`config.mk`:
```
export PLATFORM = sky130hd
export DESIGN_NAME = two_factor_short_rate_step
export DESIGN_NICKNAME = d
export VERILOG_FILES = /design/src/sv/tsrs_pkg.sv /design/src/sv/two_factor_short_rate_step.sv
export SDC_FILE = /design/constraint.sdc
export NUM_CORES = 2
export LEC_CHECK = 0
export BUFFER_PORTS_ARGS = -buffer_cell sky130_fd_sc_hd__clkbuf_2
export CAP_MARGIN = 10
export CORE_MARGIN = 2
export CORE_UTILIZATION = 24
export DETAILED_ROUTE_END_ITERATION = 10
export PLACE_DENSITY = 0.45
export SLEW_MARGIN = 40
export SYNTH_ARGS = -nofsm -noshare
export SYNTH_HDL_FRONTEND = slang
export SYNTH_SLANG_ARGS = --single-unit
```
`constraint.sdc`:
```
create_clock -name clk -period 25.1 [get_ports clk]
set_input_delay 6.275 -clock clk [delete_from_list [all_inputs] [get_ports clk]]
set_output_delay 6.275 -clock clk [all_outputs]
set_load 0.01 [all_outputs]
```
`src/sv/tsrs_pkg.sv`:
```
package tsrs_pkg;

    localparam int QFrac    = 28;
    localparam int NumSteps = 14;
    localparam int StepW    = $clog2(NumSteps);
    localparam int AddrW    = 5;

    localparam logic [2:0] REG_RATE_START  = 3'd0;
    localparam logic [2:0] REG_REVERSION_1 = 3'd1;
    localparam logic [2:0] REG_REVERSION_2 = 3'd2;
    localparam logic [2:0] REG_TIME_STEP   = 3'd3;
    localparam logic [2:0] REG_ROOT_STEP   = 3'd4;
    localparam logic [2:0] REG_CORR        = 3'd5;
    localparam logic [2:0] REG_CORR_COMPL  = 3'd6;
    localparam logic [2:0] REG_STEPS       = 3'd7;

    // multiplier operand A
    typedef enum logic [3:0] {
        MA_ROOT, MA_COMPL, MA_REV1, MA_CORR, MA_SCALE,
        MA_TEMP, MA_SIG1, MA_REV2, MA_SIG2
    } mul_a_sel_t;

    // multiplier operand B
    typedef enum logic [2:0] {
        MB_NOISE1, MB_ROOT, MB_FAC1, MB_WIENER1,
        MB_NOISE2, MB_DT, MB_WIENER2, MB_FAC2
    } mul_b_sel_t;

    // adder operand A
    typedef enum logic [2:0] {
        AA_ZERO, AA_FAC1, AA_FAC2, AA_WIENER2, AA_TEMP, AA_RATE0
    } alu_a_sel_t;

    // adder operand B
    typedef enum logic [1:0] {
        AB_PROD, AB_SCALE, AB_FAC1, AB_FAC2
    } alu_b_sel_t;

    typedef enum logic [2:0] {
        DST_NONE, DST_WIENER1, DST_SCALE, DST_WIENER2,
        DST_TEMP, DST_FAC1, DST_FAC2
    } dst_sel_t;

    typedef enum logic {
        SEQ_NEXT, SEQ_FINISH
    } seq_op_t;

    typedef struct packed {
        mul_a_sel_t mul_a;
        mul_b_sel_t mul_b;
        alu_a_sel_t alu_a;
        alu_b_sel_t alu_b;
        logic       alu_neg;
        dst_sel_t   dst;
        seq_op_t    seq;
    } micro_word_t;

    // Microprogram. A product formed in step i is written back in step i+1.
    function automatic micro_word_t micro_rom(input logic [StepW-1:0] step);
        micro_word_t w;
        w = '{MA_ROOT, MB_NOISE1, AA_ZERO, AB_PROD, 1'b0, DST_NONE, SEQ_NEXT};
        unique case (step)
            4'd0:  w = '{MA_ROOT,  MB_NOISE1,  AA_ZERO,  AB_PROD,  1'b0, DST_NONE,    SEQ_NEXT};
            4'd1:  w = '{MA_COMPL, MB_ROOT,    AA_ZERO,  AB_PROD,  1'b0, DST_WIENER1, SEQ_NEXT};
            4'd2:  w = '{MA_REV1,  MB_FAC1,    AA_ZERO,  AB_PROD,  1'b0, DST_SCALE,   SEQ_NEXT};
            4'd3:  w = '{MA_CORR,  MB_WIENER1, AA_ZERO,  AB_PROD,  1'b0, DST_TEMP,    SEQ_NEXT};
            4'd4:  w = '{MA_SCALE, MB_NOISE2,  AA_ZERO,  AB_PROD,  1'b0, DST_WIENER2, SEQ_NEXT};
            4'd5:  w = '{MA_TEMP,  MB_DT,      AA_WIENER2, AB_PROD, 1'b0, DST_WIENER2, SEQ_NEXT};
            4'd6:  w = '{MA_SIG1,  MB_WIENER1, AA_FAC1,  AB_PROD,  1'b1, DST_FAC1,    SEQ_NEXT};
            4'd7:  w = '{MA_REV2,  MB_FAC2,    AA_FAC1,  AB_PROD,  1'b0, DST_FAC1,    SEQ_NEXT};
            4'd8:  w = '{MA_SIG2,  MB_WIENER2, AA_ZERO,  AB_PROD,  1'b0, DST_TEMP,    SEQ_NEXT};
            4'd9:  w = '{MA_TEMP,  MB_DT,      AA_ZERO,  AB_PROD,  1'b0, DST_SCALE,   SEQ_NEXT};
            4'd10: w = '{MA_ROOT,  MB_NOISE1,  AA_FAC2,  AB_PROD,  1'b1, DST_FAC2,    SEQ_NEXT};
            4'd11: w = '{MA_ROOT,  MB_NOISE1,  AA_FAC2,  AB_SCALE, 1'b0, DST_FAC2,    SEQ_NEXT};
            4'd12: w = '{MA_ROOT,  MB_NOISE1,  AA_RATE0, AB_FAC1,  1'b0, DST_TEMP,    SEQ_NEXT};
            4'd13: w = '{MA_ROOT,  MB_NOISE1,  AA_TEMP,  AB_FAC2,  1'b0, DST_NONE,    SEQ_FINISH};
            default: w = '{MA_ROOT, MB_NOISE1, AA_ZERO,  AB_PROD,  1'b0, DST_NONE,    SEQ_FINISH};
        endcase
        return w;
    endfunction

    // Clamp to the signed 32-bit range.
    function automatic logic signed [31:0] sat32(input logic signed [35:0] v);
        logic signed [35:0] hi;
        logic signed [35:0] lo;
        hi = 36'sd2147483647;
        lo = -36'sd2147483648;
        if (v > hi) return 32'sh7FFF_FFFF;
        if (v < lo) return 32'sh8000_0000;
        return v[31:0];
    endfunction

endpackage

```
`src/sv/two_factor_short_rate_step.sv`:
```
// One Euler-Maruyama step of a two-factor G2++ short-rate path in signed
// Q4.28 with saturation. Each item (noise_one, noise_two, sigma_one,
// sigma_two) yields one result: short_rate = max(r0 + x + y, 0) and
// last_of_path, after which the factors and step count return to zero.
// From acceptance to its result an item is carried by a microprogram of
// 14 control words that steps one shared 32x32 multiplier (registered
// product) and one saturating adder through the ten products and the
// sums of the update. item_stall is high while a step is in work, so the
// next item can enter in the cycle in which the result appears, and no new
// item is taken before then. The result register lets the next item enter
// while a result waits.
// The result step holds until the result register is free. Registers sit on
// an APB port at byte address 4*i; configure only while the block is idle.
module two_factor_short_rate_step (
    input  logic                               clk,
    input  logic                               rst_n,
    input  logic                               item_valid,
    output logic                               item_stall,
    input  logic signed [31:0]                 noise_one,
    input  logic signed [31:0]                 noise_two,
    input  logic [30:0]                        sigma_one,
    input  logic [30:0]                        sigma_two,
    output logic                               result_valid,
    input  logic                               result_stall,
    output logic [30:0]                        short_rate,
    output logic                               last_of_path,
    input  logic                               psel,
    input  logic                               penable,
    input  logic                               pwrite,
    input  logic [tsrs_pkg::AddrW-1:0]         paddr,
    input  logic [31:0]                        pwdata,
    output logic [31:0]                        prdata,
    output logic                               pready
);
    import tsrs_pkg::*;

    // configuration registers
    logic signed [31:0] rate_start_reg;
    logic [30:0]        reversion_one_reg;
    logic [30:0]        reversion_two_reg;
    logic [30:0]        time_step_reg;
    logic [30:0]        root_time_step_reg;
    logic signed [29:0] correlation_reg;
    logic [28:0]        correlation_complement_reg;
    logic [24:0]        steps_per_path_reg;

    // captured item
    logic signed [31:0] noise_one_reg;
    logic signed [31:0] noise_two_reg;
    logic [30:0]        sigma_one_reg;
    logic [30:0]        sigma_two_reg;

    // path state and scratch registers
    logic signed [31:0] fac1_reg;
    logic signed [31:0] fac2_reg;
    logic [24:0]        step_count_reg;
    logic signed [31:0] wiener1_reg;
    logic signed [31:0] wiener2_reg;
    logic signed [31:0] scale_reg;
    logic signed [31:0] temp_reg;
    logic signed [63:0] prod_reg;

    // sequencer
    logic               busy_reg;
    logic [StepW-1:0]   step_reg;

    // result register
    logic               result_valid_reg;
    logic [30:0]        short_rate_reg;
    logic               last_reg;

    micro_word_t        uw;
    logic signed [31:0] mul_a;
    logic signed [31:0] mul_b;
    logic signed [63:0] prod_rnd;
    logic signed [31:0] prod_q;
    logic signed [31:0] alu_a;
    logic signed [31:0] alu_b;
    logic signed [35:0] alu_sum;
    logic signed [31:0] alu_res;
    logic [25:0]        count_next;
    logic               path_end;
    logic               item_accept;
    logic               cfg_write;
    logic               out_free;

    assign pready      = 1'b1;
    assign cfg_write   = psel && penable && pwrite;
    assign item_stall  = busy_reg;
    assign item_accept = item_valid && !busy_reg;
    assign out_free    = !result_valid_reg || !result_stall;

    assign result_valid = result_valid_reg;
    assign short_rate   = short_rate_reg;
    assign last_of_path = last_reg;

    assign uw = micro_rom(step_reg);

    // Select multiplier operands.
    always_comb
    begin
        unique case (uw.mul_a)
            MA_ROOT:  mul_a = {1'b0, root_time_step_reg};
            MA_COMPL: mul_a = {3'b000, correlation_complement_reg};
            MA_REV1:  mul_a = {1'b0, reversion_one_reg};
            MA_CORR:  mul_a = {{2{correlation_reg[29]}}, correlation_reg};
            MA_SCALE: mul_a = scale_reg;
            MA_TEMP:  mul_a = temp_reg;
            MA_SIG1:  mul_a = {1'b0, sigma_one_reg};
            MA_REV2:  mul_a = {1'b0, reversion_two_reg};
            MA_SIG2:  mul_a = {1'b0, sigma_two_reg};
            default:  mul_a = '0;
        endcase
        unique case (uw.mul_b)
            MB_NOISE1:  mul_b = noise_one_reg;
            MB_ROOT:    mul_b = {1'b0, root_time_step_reg};
            MB_FAC1:    mul_b = fac1_reg;
            MB_WIENER1: mul_b = wiener1_reg;
            MB_NOISE2:  mul_b = noise_two_reg;
            MB_DT:      mul_b = {1'b0, time_step_reg};
            MB_WIENER2: mul_b = wiener2_reg;
            MB_FAC2:    mul_b = fac2_reg;
            default:    mul_b = '0;
        endcase
    end

    // Round the previous product half up, drop the fraction, clamp.
    assign prod_rnd = prod_reg + (64'sd1 <<< (QFrac - 1));
    assign prod_q   = sat32(prod_rnd[63:QFrac]);

    // Saturating add or subtract.
    always_comb
    begin
        unique case (uw.alu_a)
            AA_ZERO:    alu_a = '0;
            AA_FAC1:    alu_a = fac1_reg;
            AA_FAC2:    alu_a = fac2_reg;
            AA_WIENER2: alu_a = wiener2_reg;
            AA_TEMP:    alu_a = temp_reg;
            AA_RATE0:   alu_a = rate_start_reg;
            default:    alu_a = '0;
        endcase
        unique case (uw.alu_b)
            AB_PROD:  alu_b = prod_q;
            AB_SCALE: alu_b = scale_reg;
            AB_FAC1:  alu_b = fac1_reg;
            AB_FAC2:  alu_b = fac2_reg;
            default:  alu_b = '0;
        endcase
        if (uw.alu_neg)
        begin
            alu_sum = 36'(alu_a) - 36'(alu_b);
        end
        else
        begin
            alu_sum = 36'(alu_a) + 36'(alu_b);
        end
        alu_res = sat32(alu_sum);
    end

    assign count_next = {1'b0, step_count_reg} + 26'd1;
    assign path_end   = count_next >= {1'b0, steps_per_path_reg};

    // Register read-back.
    always_comb
    begin
        unique case (paddr[AddrW-1:2])
            REG_RATE_START:  prdata = rate_start_reg;
            REG_REVERSION_1: prdata = {1'b0, reversion_one_reg};
            REG_REVERSION_2: prdata = {1'b0, reversion_two_reg};
            REG_TIME_STEP:   prdata = {1'b0, time_step_reg};
            REG_ROOT_STEP:   prdata = {1'b0, root_time_step_reg};
            REG_CORR:        prdata = {{2{correlation_reg[29]}}, correlation_reg};
            REG_CORR_COMPL:  prdata = {3'b000, correlation_complement_reg};
            REG_STEPS:       prdata = {7'd0, steps_per_path_reg};
            default:         prdata = '0;
        endcase
    end

    // Configuration writes.
    always_ff @(posedge clk or negedge rst_n)
    begin
        if (!rst_n)
        begin
            rate_start_reg             <= '0;
            reversion_one_reg          <= '0;
            reversion_two_reg          <= '0;
            time_step_reg              <= '0;
            root_time_step_reg         <= '0;
            correlation_reg            <= '0;
            correlation_complement_reg <= 29'(1 << QFrac);
            steps_per_path_reg         <= 25'd1;
        end
        else if (cfg_write)
        begin
            unique case (paddr[AddrW-1:2])
                REG_RATE_START:  rate_start_reg             <= pwdata;
                REG_REVERSION_1: reversion_one_reg          <= pwdata[30:0];
                REG_REVERSION_2: reversion_two_reg          <= pwdata[30:0];
                REG_TIME_STEP:   time_step_reg              <= pwdata[30:0];
                REG_ROOT_STEP:   root_time_step_reg         <= pwdata[30:0];
                REG_CORR:        correlation_reg            <= pwdata[29:0];
                REG_CORR_COMPL:  correlation_complement_reg <= pwdata[28:0];
                REG_STEPS:       steps_per_path_reg         <= pwdata[24:0];
                default:         ;
            endcase
        end
    end

    // Capture the item, hold the product and write the scratch registers; payload needs no reset.
    always_ff @(posedge clk)
    begin
        if (item_accept)
        begin
            noise_one_reg <= noise_one;
            noise_two_reg <= noise_two;
            sigma_one_reg <= sigma_one;
            sigma_two_reg <= sigma_two;
        end
        prod_reg <= mul_a * mul_b;
        if (busy_reg)
        begin
            case (uw.dst)
                DST_WIENER1: wiener1_reg <= alu_res;
                DST_SCALE:   scale_reg   <= alu_res;
                DST_WIENER2: wiener2_reg <= alu_res;
                DST_TEMP:    temp_reg    <= alu_res;
                default:     ;
            endcase
        end
    end

    // Sequencer, path state and result register.
    always_ff @(posedge clk or negedge rst_n)
    begin
        if (!rst_n)
        begin
            busy_reg         <= 1'b0;
            step_reg         <= '0;
            fac1_reg         <= '0;
            fac2_reg         <= '0;
            step_count_reg   <= '0;
            result_valid_reg <= 1'b0;
            short_rate_reg   <= '0;
            last_reg         <= 1'b0;
        end
        else
        begin
            // drop the result once taken
            if (result_valid_reg && !result_stall)
            begin
                result_valid_reg <= 1'b0;
            end

            if (item_accept)
            begin
                busy_reg <= 1'b1;
                step_reg <= '0;
            end
            else if (busy_reg)
            begin
                case (uw.dst)
                    DST_FAC1: fac1_reg <= alu_res;
                    DST_FAC2: fac2_reg <= alu_res;
                    default:  ;
                endcase

                if (uw.seq == SEQ_NEXT)
                begin
                    step_reg <= step_reg + StepW'(1);
                end
                else if (out_free)
                begin
                    // finish: floor the rate at zero, close the path if due
                    result_valid_reg <= 1'b1;
                    short_rate_reg   <= alu_res[31] ? '0 : alu_res[30:0];
                    last_reg         <= path_end;
                    busy_reg         <= 1'b0;
                    step_reg         <= '0;
                    if (path_end)
                    begin
                        fac1_reg       <= '0;
                        fac2_reg       <= '0;
                        step_count_reg <= '0;
                    end
                    else
                    begin
                        step_count_reg <= count_next[24:0];
                    end
                end
            end
        end
    end

endmodule

```
# Word level (Yosys, flattened, before mapping)

Memory sizes are Yosys's and may differ from the RTL's.
Cells that the tools add are included.

Word-level logic and storage cells: 146
Output and inout bits: 67
Input bits: 170
Memories: 1
Bits in registers: 685
ROM bits: 272

Bitwise logic cells: 1
Order comparisons: 5
Equal/unequal tests: 37
Add/subtract/negate cells: 5
Reductions and logical operators: 28
$mul: 1
Multiplexer cells: 43

Memories:

| memory          | words | bits a word | rd ports | clocked after Yosys merged registers in | write ports | line           | source |
|---|---|---|---|---|---|---|---|
| (no name shown) | 16    | 17          | 1        | 0                                       | 0           | tsrs_pkg.sv:62 | `unique case (step)` |

Operators by type and width:

| operator               | number |
|---|---|
| $mux 32                | 16 |
| $pmux 32 s8            | 2 |
| $pmux 32 s9            | 1 |
| $pmux 32 s5            | 1 |
| $pmux 32 s4            | 1 |
| $gt 36x32->1 const B   | 2 |
| $lt 36x32->1 const B   | 2 |
| $add 64x29->64 const B | 1 |
| $mul 32x32->64         | 1 |
| $eq 3x3->1 const B     | 13 |
| $mux 36                | 1 |
| $add 32x32->33         | 1 |
| $sub 32x32->33         | 1 |
| $mux 31                | 1 |
| $reduce_and 2->1       | 14 |
| $add 25x1->26 const B  | 1 |
| $ge 26x25->1           | 1 |
| $mux 25                | 1 |
| $eq 3x2->1 const B     | 8 |
| $eq 4x3->1 const B     | 4 |
| $mux 4                 | 4 |
| $mux 1                 | 15 |
| $eq 3x1->1 const B     | 4 |
| $eq 4x2->1 const B     | 2 |
| 15 further kinds       | 22 |

# Logic depth before layout (Yosys ltp)

Depth in word-level cells: 18
Gate-level depth with buffers: 47
Gate-level depth less buffers: 40

# Worst setup path before layout

Ideal clock, no wire load.

Kind: input port to output port
Start: input port paddr[3] (netlist bit)
End: output port prdata[25]
Buffers on the path: 3
Slack: 10735 ps
Stages: 7
Required time: 18825 ps
Arrival: 8090 ps
Path through: clkbuf_1 > clkbuf_1 > buf_1 > mux2i_1 > nor2_1 > a21oi_1 > o21ai_0

Cells in the longest elaborated chain, start to end: 2
Elaborated cells between the ends (all ways): 9
Those cells by class: eq/ne (7); mux (1); reduce/logical (1)

Ends and longest elaborated chain:

| element                            | line                              | source |
|---|---|---|
| from (decl)                        | two_factor_short_rate_step.sv:30  | `input logic [tsrs_pkg::AddrW-1:0] paddr,` |
| $eq 3x3->1 (tied with other cells) | two_factor_short_rate_step.sv:167 | `unique case (paddr[AddrW-1:2])` |
| $pmux 32 s8 *                      | two_factor_short_rate_step.sv:167 |  |
| to (decl)                          | two_factor_short_rate_step.sv:32  | `output logic [31:0] prdata,` |

Every way passes the cells marked *; elsewhere a longest branch is shown, timed or not.

# Worst setup path in the final report

Start: input port paddr[3] (netlist bit)
End: output port prdata[19]

Same word-level chain as after synthesis.

==> out/metrics.yaml <==
timing:
  hold_viol_final: 0
  setup_viol: 0
  max_slew.worst_pin.slew_ns: 0.972
  setup_tns_ns: 0
  layout_min_cycle_time_ns: 15.24
  rsz0062_at_grt: "no"
  report.final.slew_viol_count: 0
  fin_skew_ns: 0.0402
  relSlewSlack_pct: 35.0
  whs_ns: 0.487
  fin_crit_sh_pct: 60.7
  fmax_mhz: 65.6
min_path:
  hp-class: "register to register"
  hold_start: "short_rate[18]"
  hold_depth: 2
  hold_end: "short_rate[18]"
critical_path:
  arrival_ns: 8.96
  cpLargestDelayFamily: "buffers and inverters"
  cp_slowest_cell: "buf_4"
  worst-r2r-cell-count: 33
  r2r-end: "prod_reg[58]"
  r2r_start: "step_reg[0]"
  end_kind: "output pin"
  cp.required_ns: 18.82
  crit_type: "input port to output pin"
  worstSetupStartpointType: "input port"
  critPathMaxFanout: 39
  rrSetupSlack_ns: 12.19
  crit_chain: "buf_4 > buf_4 > nor2_1 > nand2_1 > buf_4 > nor2_1 > nor2_1 > clkbuf_2"
  slowest_delay_ns: 0.65
  worst-path-buf-inv: 4
synthesis:
  ys_seq_area_share_pct: 24.9
  ys_ff_latch: 658
  synth.area.top_cells: "fa_1 (31%), dfrtp_1 (13%), edfxtp_1 (11%)"
  yosys.cell_types.count: 100
  synth_edf_count: 254
  yosysTopAreaCell: "fa_1"
  netlist_area_um2: 70600
  synth_top_cells_by_count: "nand2_1 (1,188), inv_1 (1,173), fa_1 (1,082)"
  avgSynthCellArea_um2: 9.71
  async_reset_ff_share_pct: 55.8
  netlist_instances: 7269
  synth_most_common_cell: "nand2_1"
  synth_ff_type: "dfrtp_1"
  ys.warnings.count: 0
  synth.top_cell.area_share_pct: 30.7
  synth_top_family_by_area: "adder cells"
  synth-compound-area-share_pct: 11.0
  synth-xor-area-share_pct: 2.00
  synthAdderAreaFrac_pct: 35.1
  syn_nets: 8765
  synthMuxAreaShare_pct: 5.54
  synthSimpleGateAreaFrac_pct: 13.2
die:
  die-area_um2: 298000
  pin_count: 237
  die-height_um: 546
  initial_core_util_pct: 24.1
  fp.dieW_um: 546
  core_area_um2: 293000
  rows: 199
clock_tree:
  clk_path_buf_depth: 3
  cts_hold_buffers: 0
  cts_tree: "built"
  cts_resized: 0
  cts_num_sinks: 658
  cts-root-buf: "clkbuf_16"
  cts_max_level: 3
  cts_buffers: 78
  clk_latency_ns: 0.69
  clk_pin_slew_ns: 0.06
  post_cts_buffers: 0
layout:
  layout-drive-gt1-share_pct: 13.6
  largest_reg_flops: 37
  areaGrowthSynthToFinish_pct: 13.7
  finalCoreUtilization_pct: 27.4
  fillers: 31300
  nets: 8894
  stdcell_area_um2: 80200
grt:
  grt_max_degree: 80
  grtUsageTotal_pct: 19.5
  grt_pass1_wl_um: 423000
  antenna_found_initial: 15
  grt_pass1_vias: 58100
  grt.overflow.total: 0
route:
  drt_wl_total_um: 293000
  remaining_drc_errors: 0
  drt_iter0_drc: 5681
  via_per_inst: 4.92
  drtAntennaViolNets: 0
  wl_per_cell_um: 25.7
  drt_pass1_iterations: 9
  vias: 56000
placed_design:
  gp_congestion: 0.931
  port_buffers: 233
  post_dp_cell_area_um2: 77600
  dpl.hpwl_um: 229000
outcome:
  outcome: "finished clean"
run:
  maxCapViolCount: 0
[routing by layer]
layer  global-route usage [%]  routed length (um)  vias to the layer above
met1                     26.1              123000                    29500
li1                         -                   -                    23900
met4                     9.16               15800                        2
met2                     30.8              133000                     2168
met3                     2.95               20700                      432
met5                        0                  12                        -
[worst max-delay path by stage]
| stage | from | end | depth (start not counted) | slack (ns) |
|---|---|---|---|---|
| after floorplan | paddr[3] | prdata[25] | 7 | 10.74 |
| after global placement | paddr[3] | prdata[17] | 8 | 9.91 |
| after detailed placement | paddr[3] | prdata[17] | 8 | 9.92 |
| after CTS | paddr[3] | prdata[17] | 8 | 9.91 |
| after global routing | paddr[3] | prdata[17] | 8 | 9.82 |
| final | paddr[3] | prdata[19] | 8 | 9.86 |
[cell usage in the layout, fill, tap and decap left out, types with 95 or more instances in the layout]
master,instances
ha_1,243
o21ai_0,195
nand2_1,1187
xnor2_1,95
fa_1,1081
buf_4,180
a21oi_1,202
edfxtp_1,254
nor2_1,445
inv_1,1173
mux2_2,251
and2_1,125
dfrtp_1,364
clkbuf_2,230
[kinds of logic after synthesis]
logic type	Yosys count
AOI/OAI and AO/OA	1090
DFF	658
muxes	318
adders and majority gates	1328
buffers and inverters	1559
other	1
and+or+nand+nor	2154
xor gates and xnor gates	161
[tightest hold or removal path, delay by kind of cell (launching register included)]
| kind | cells | cell delay [ns] |
|---|---|---|
| AO/OA/AOI/OAI | 1 | 0.06 |
| flip-flops | 1 | 0.35 |
| AND/OR/NAND/NOR | 1 | 0.05 |
[stage by stage]
stage,worst slack [ns],std cells
4_1_cts,9.91,11400
2_1_floorplan,10.74,7269
6_report,9.86,11400
3_3_place_gp,9.91,11200
3_5_place_dp,9.92,11200
5_1_grt,9.82,11400
[cell type report]
class | count | area (um^2) | area share, %
Multi-Input combinational cell | 5052 | 47900 | 59.7
Sequential cell | 658 | 17600 | 21.9
Tap cell | 3919 | 4900 | 6.11
Inverter | 1175 | 4410 | 5.50
Timing Repair Buffer | 433 | 2860 | 3.57
Clock buffer | 102 | 2160 | 2.70
Clock inverter | 42 | 389 | 0.485
Antenna cell | 5 | 12.5 | 0.0156
Power is not shown: default switching activity piles up to over one toggle a cycle in this logic, so the estimate is an artifact.
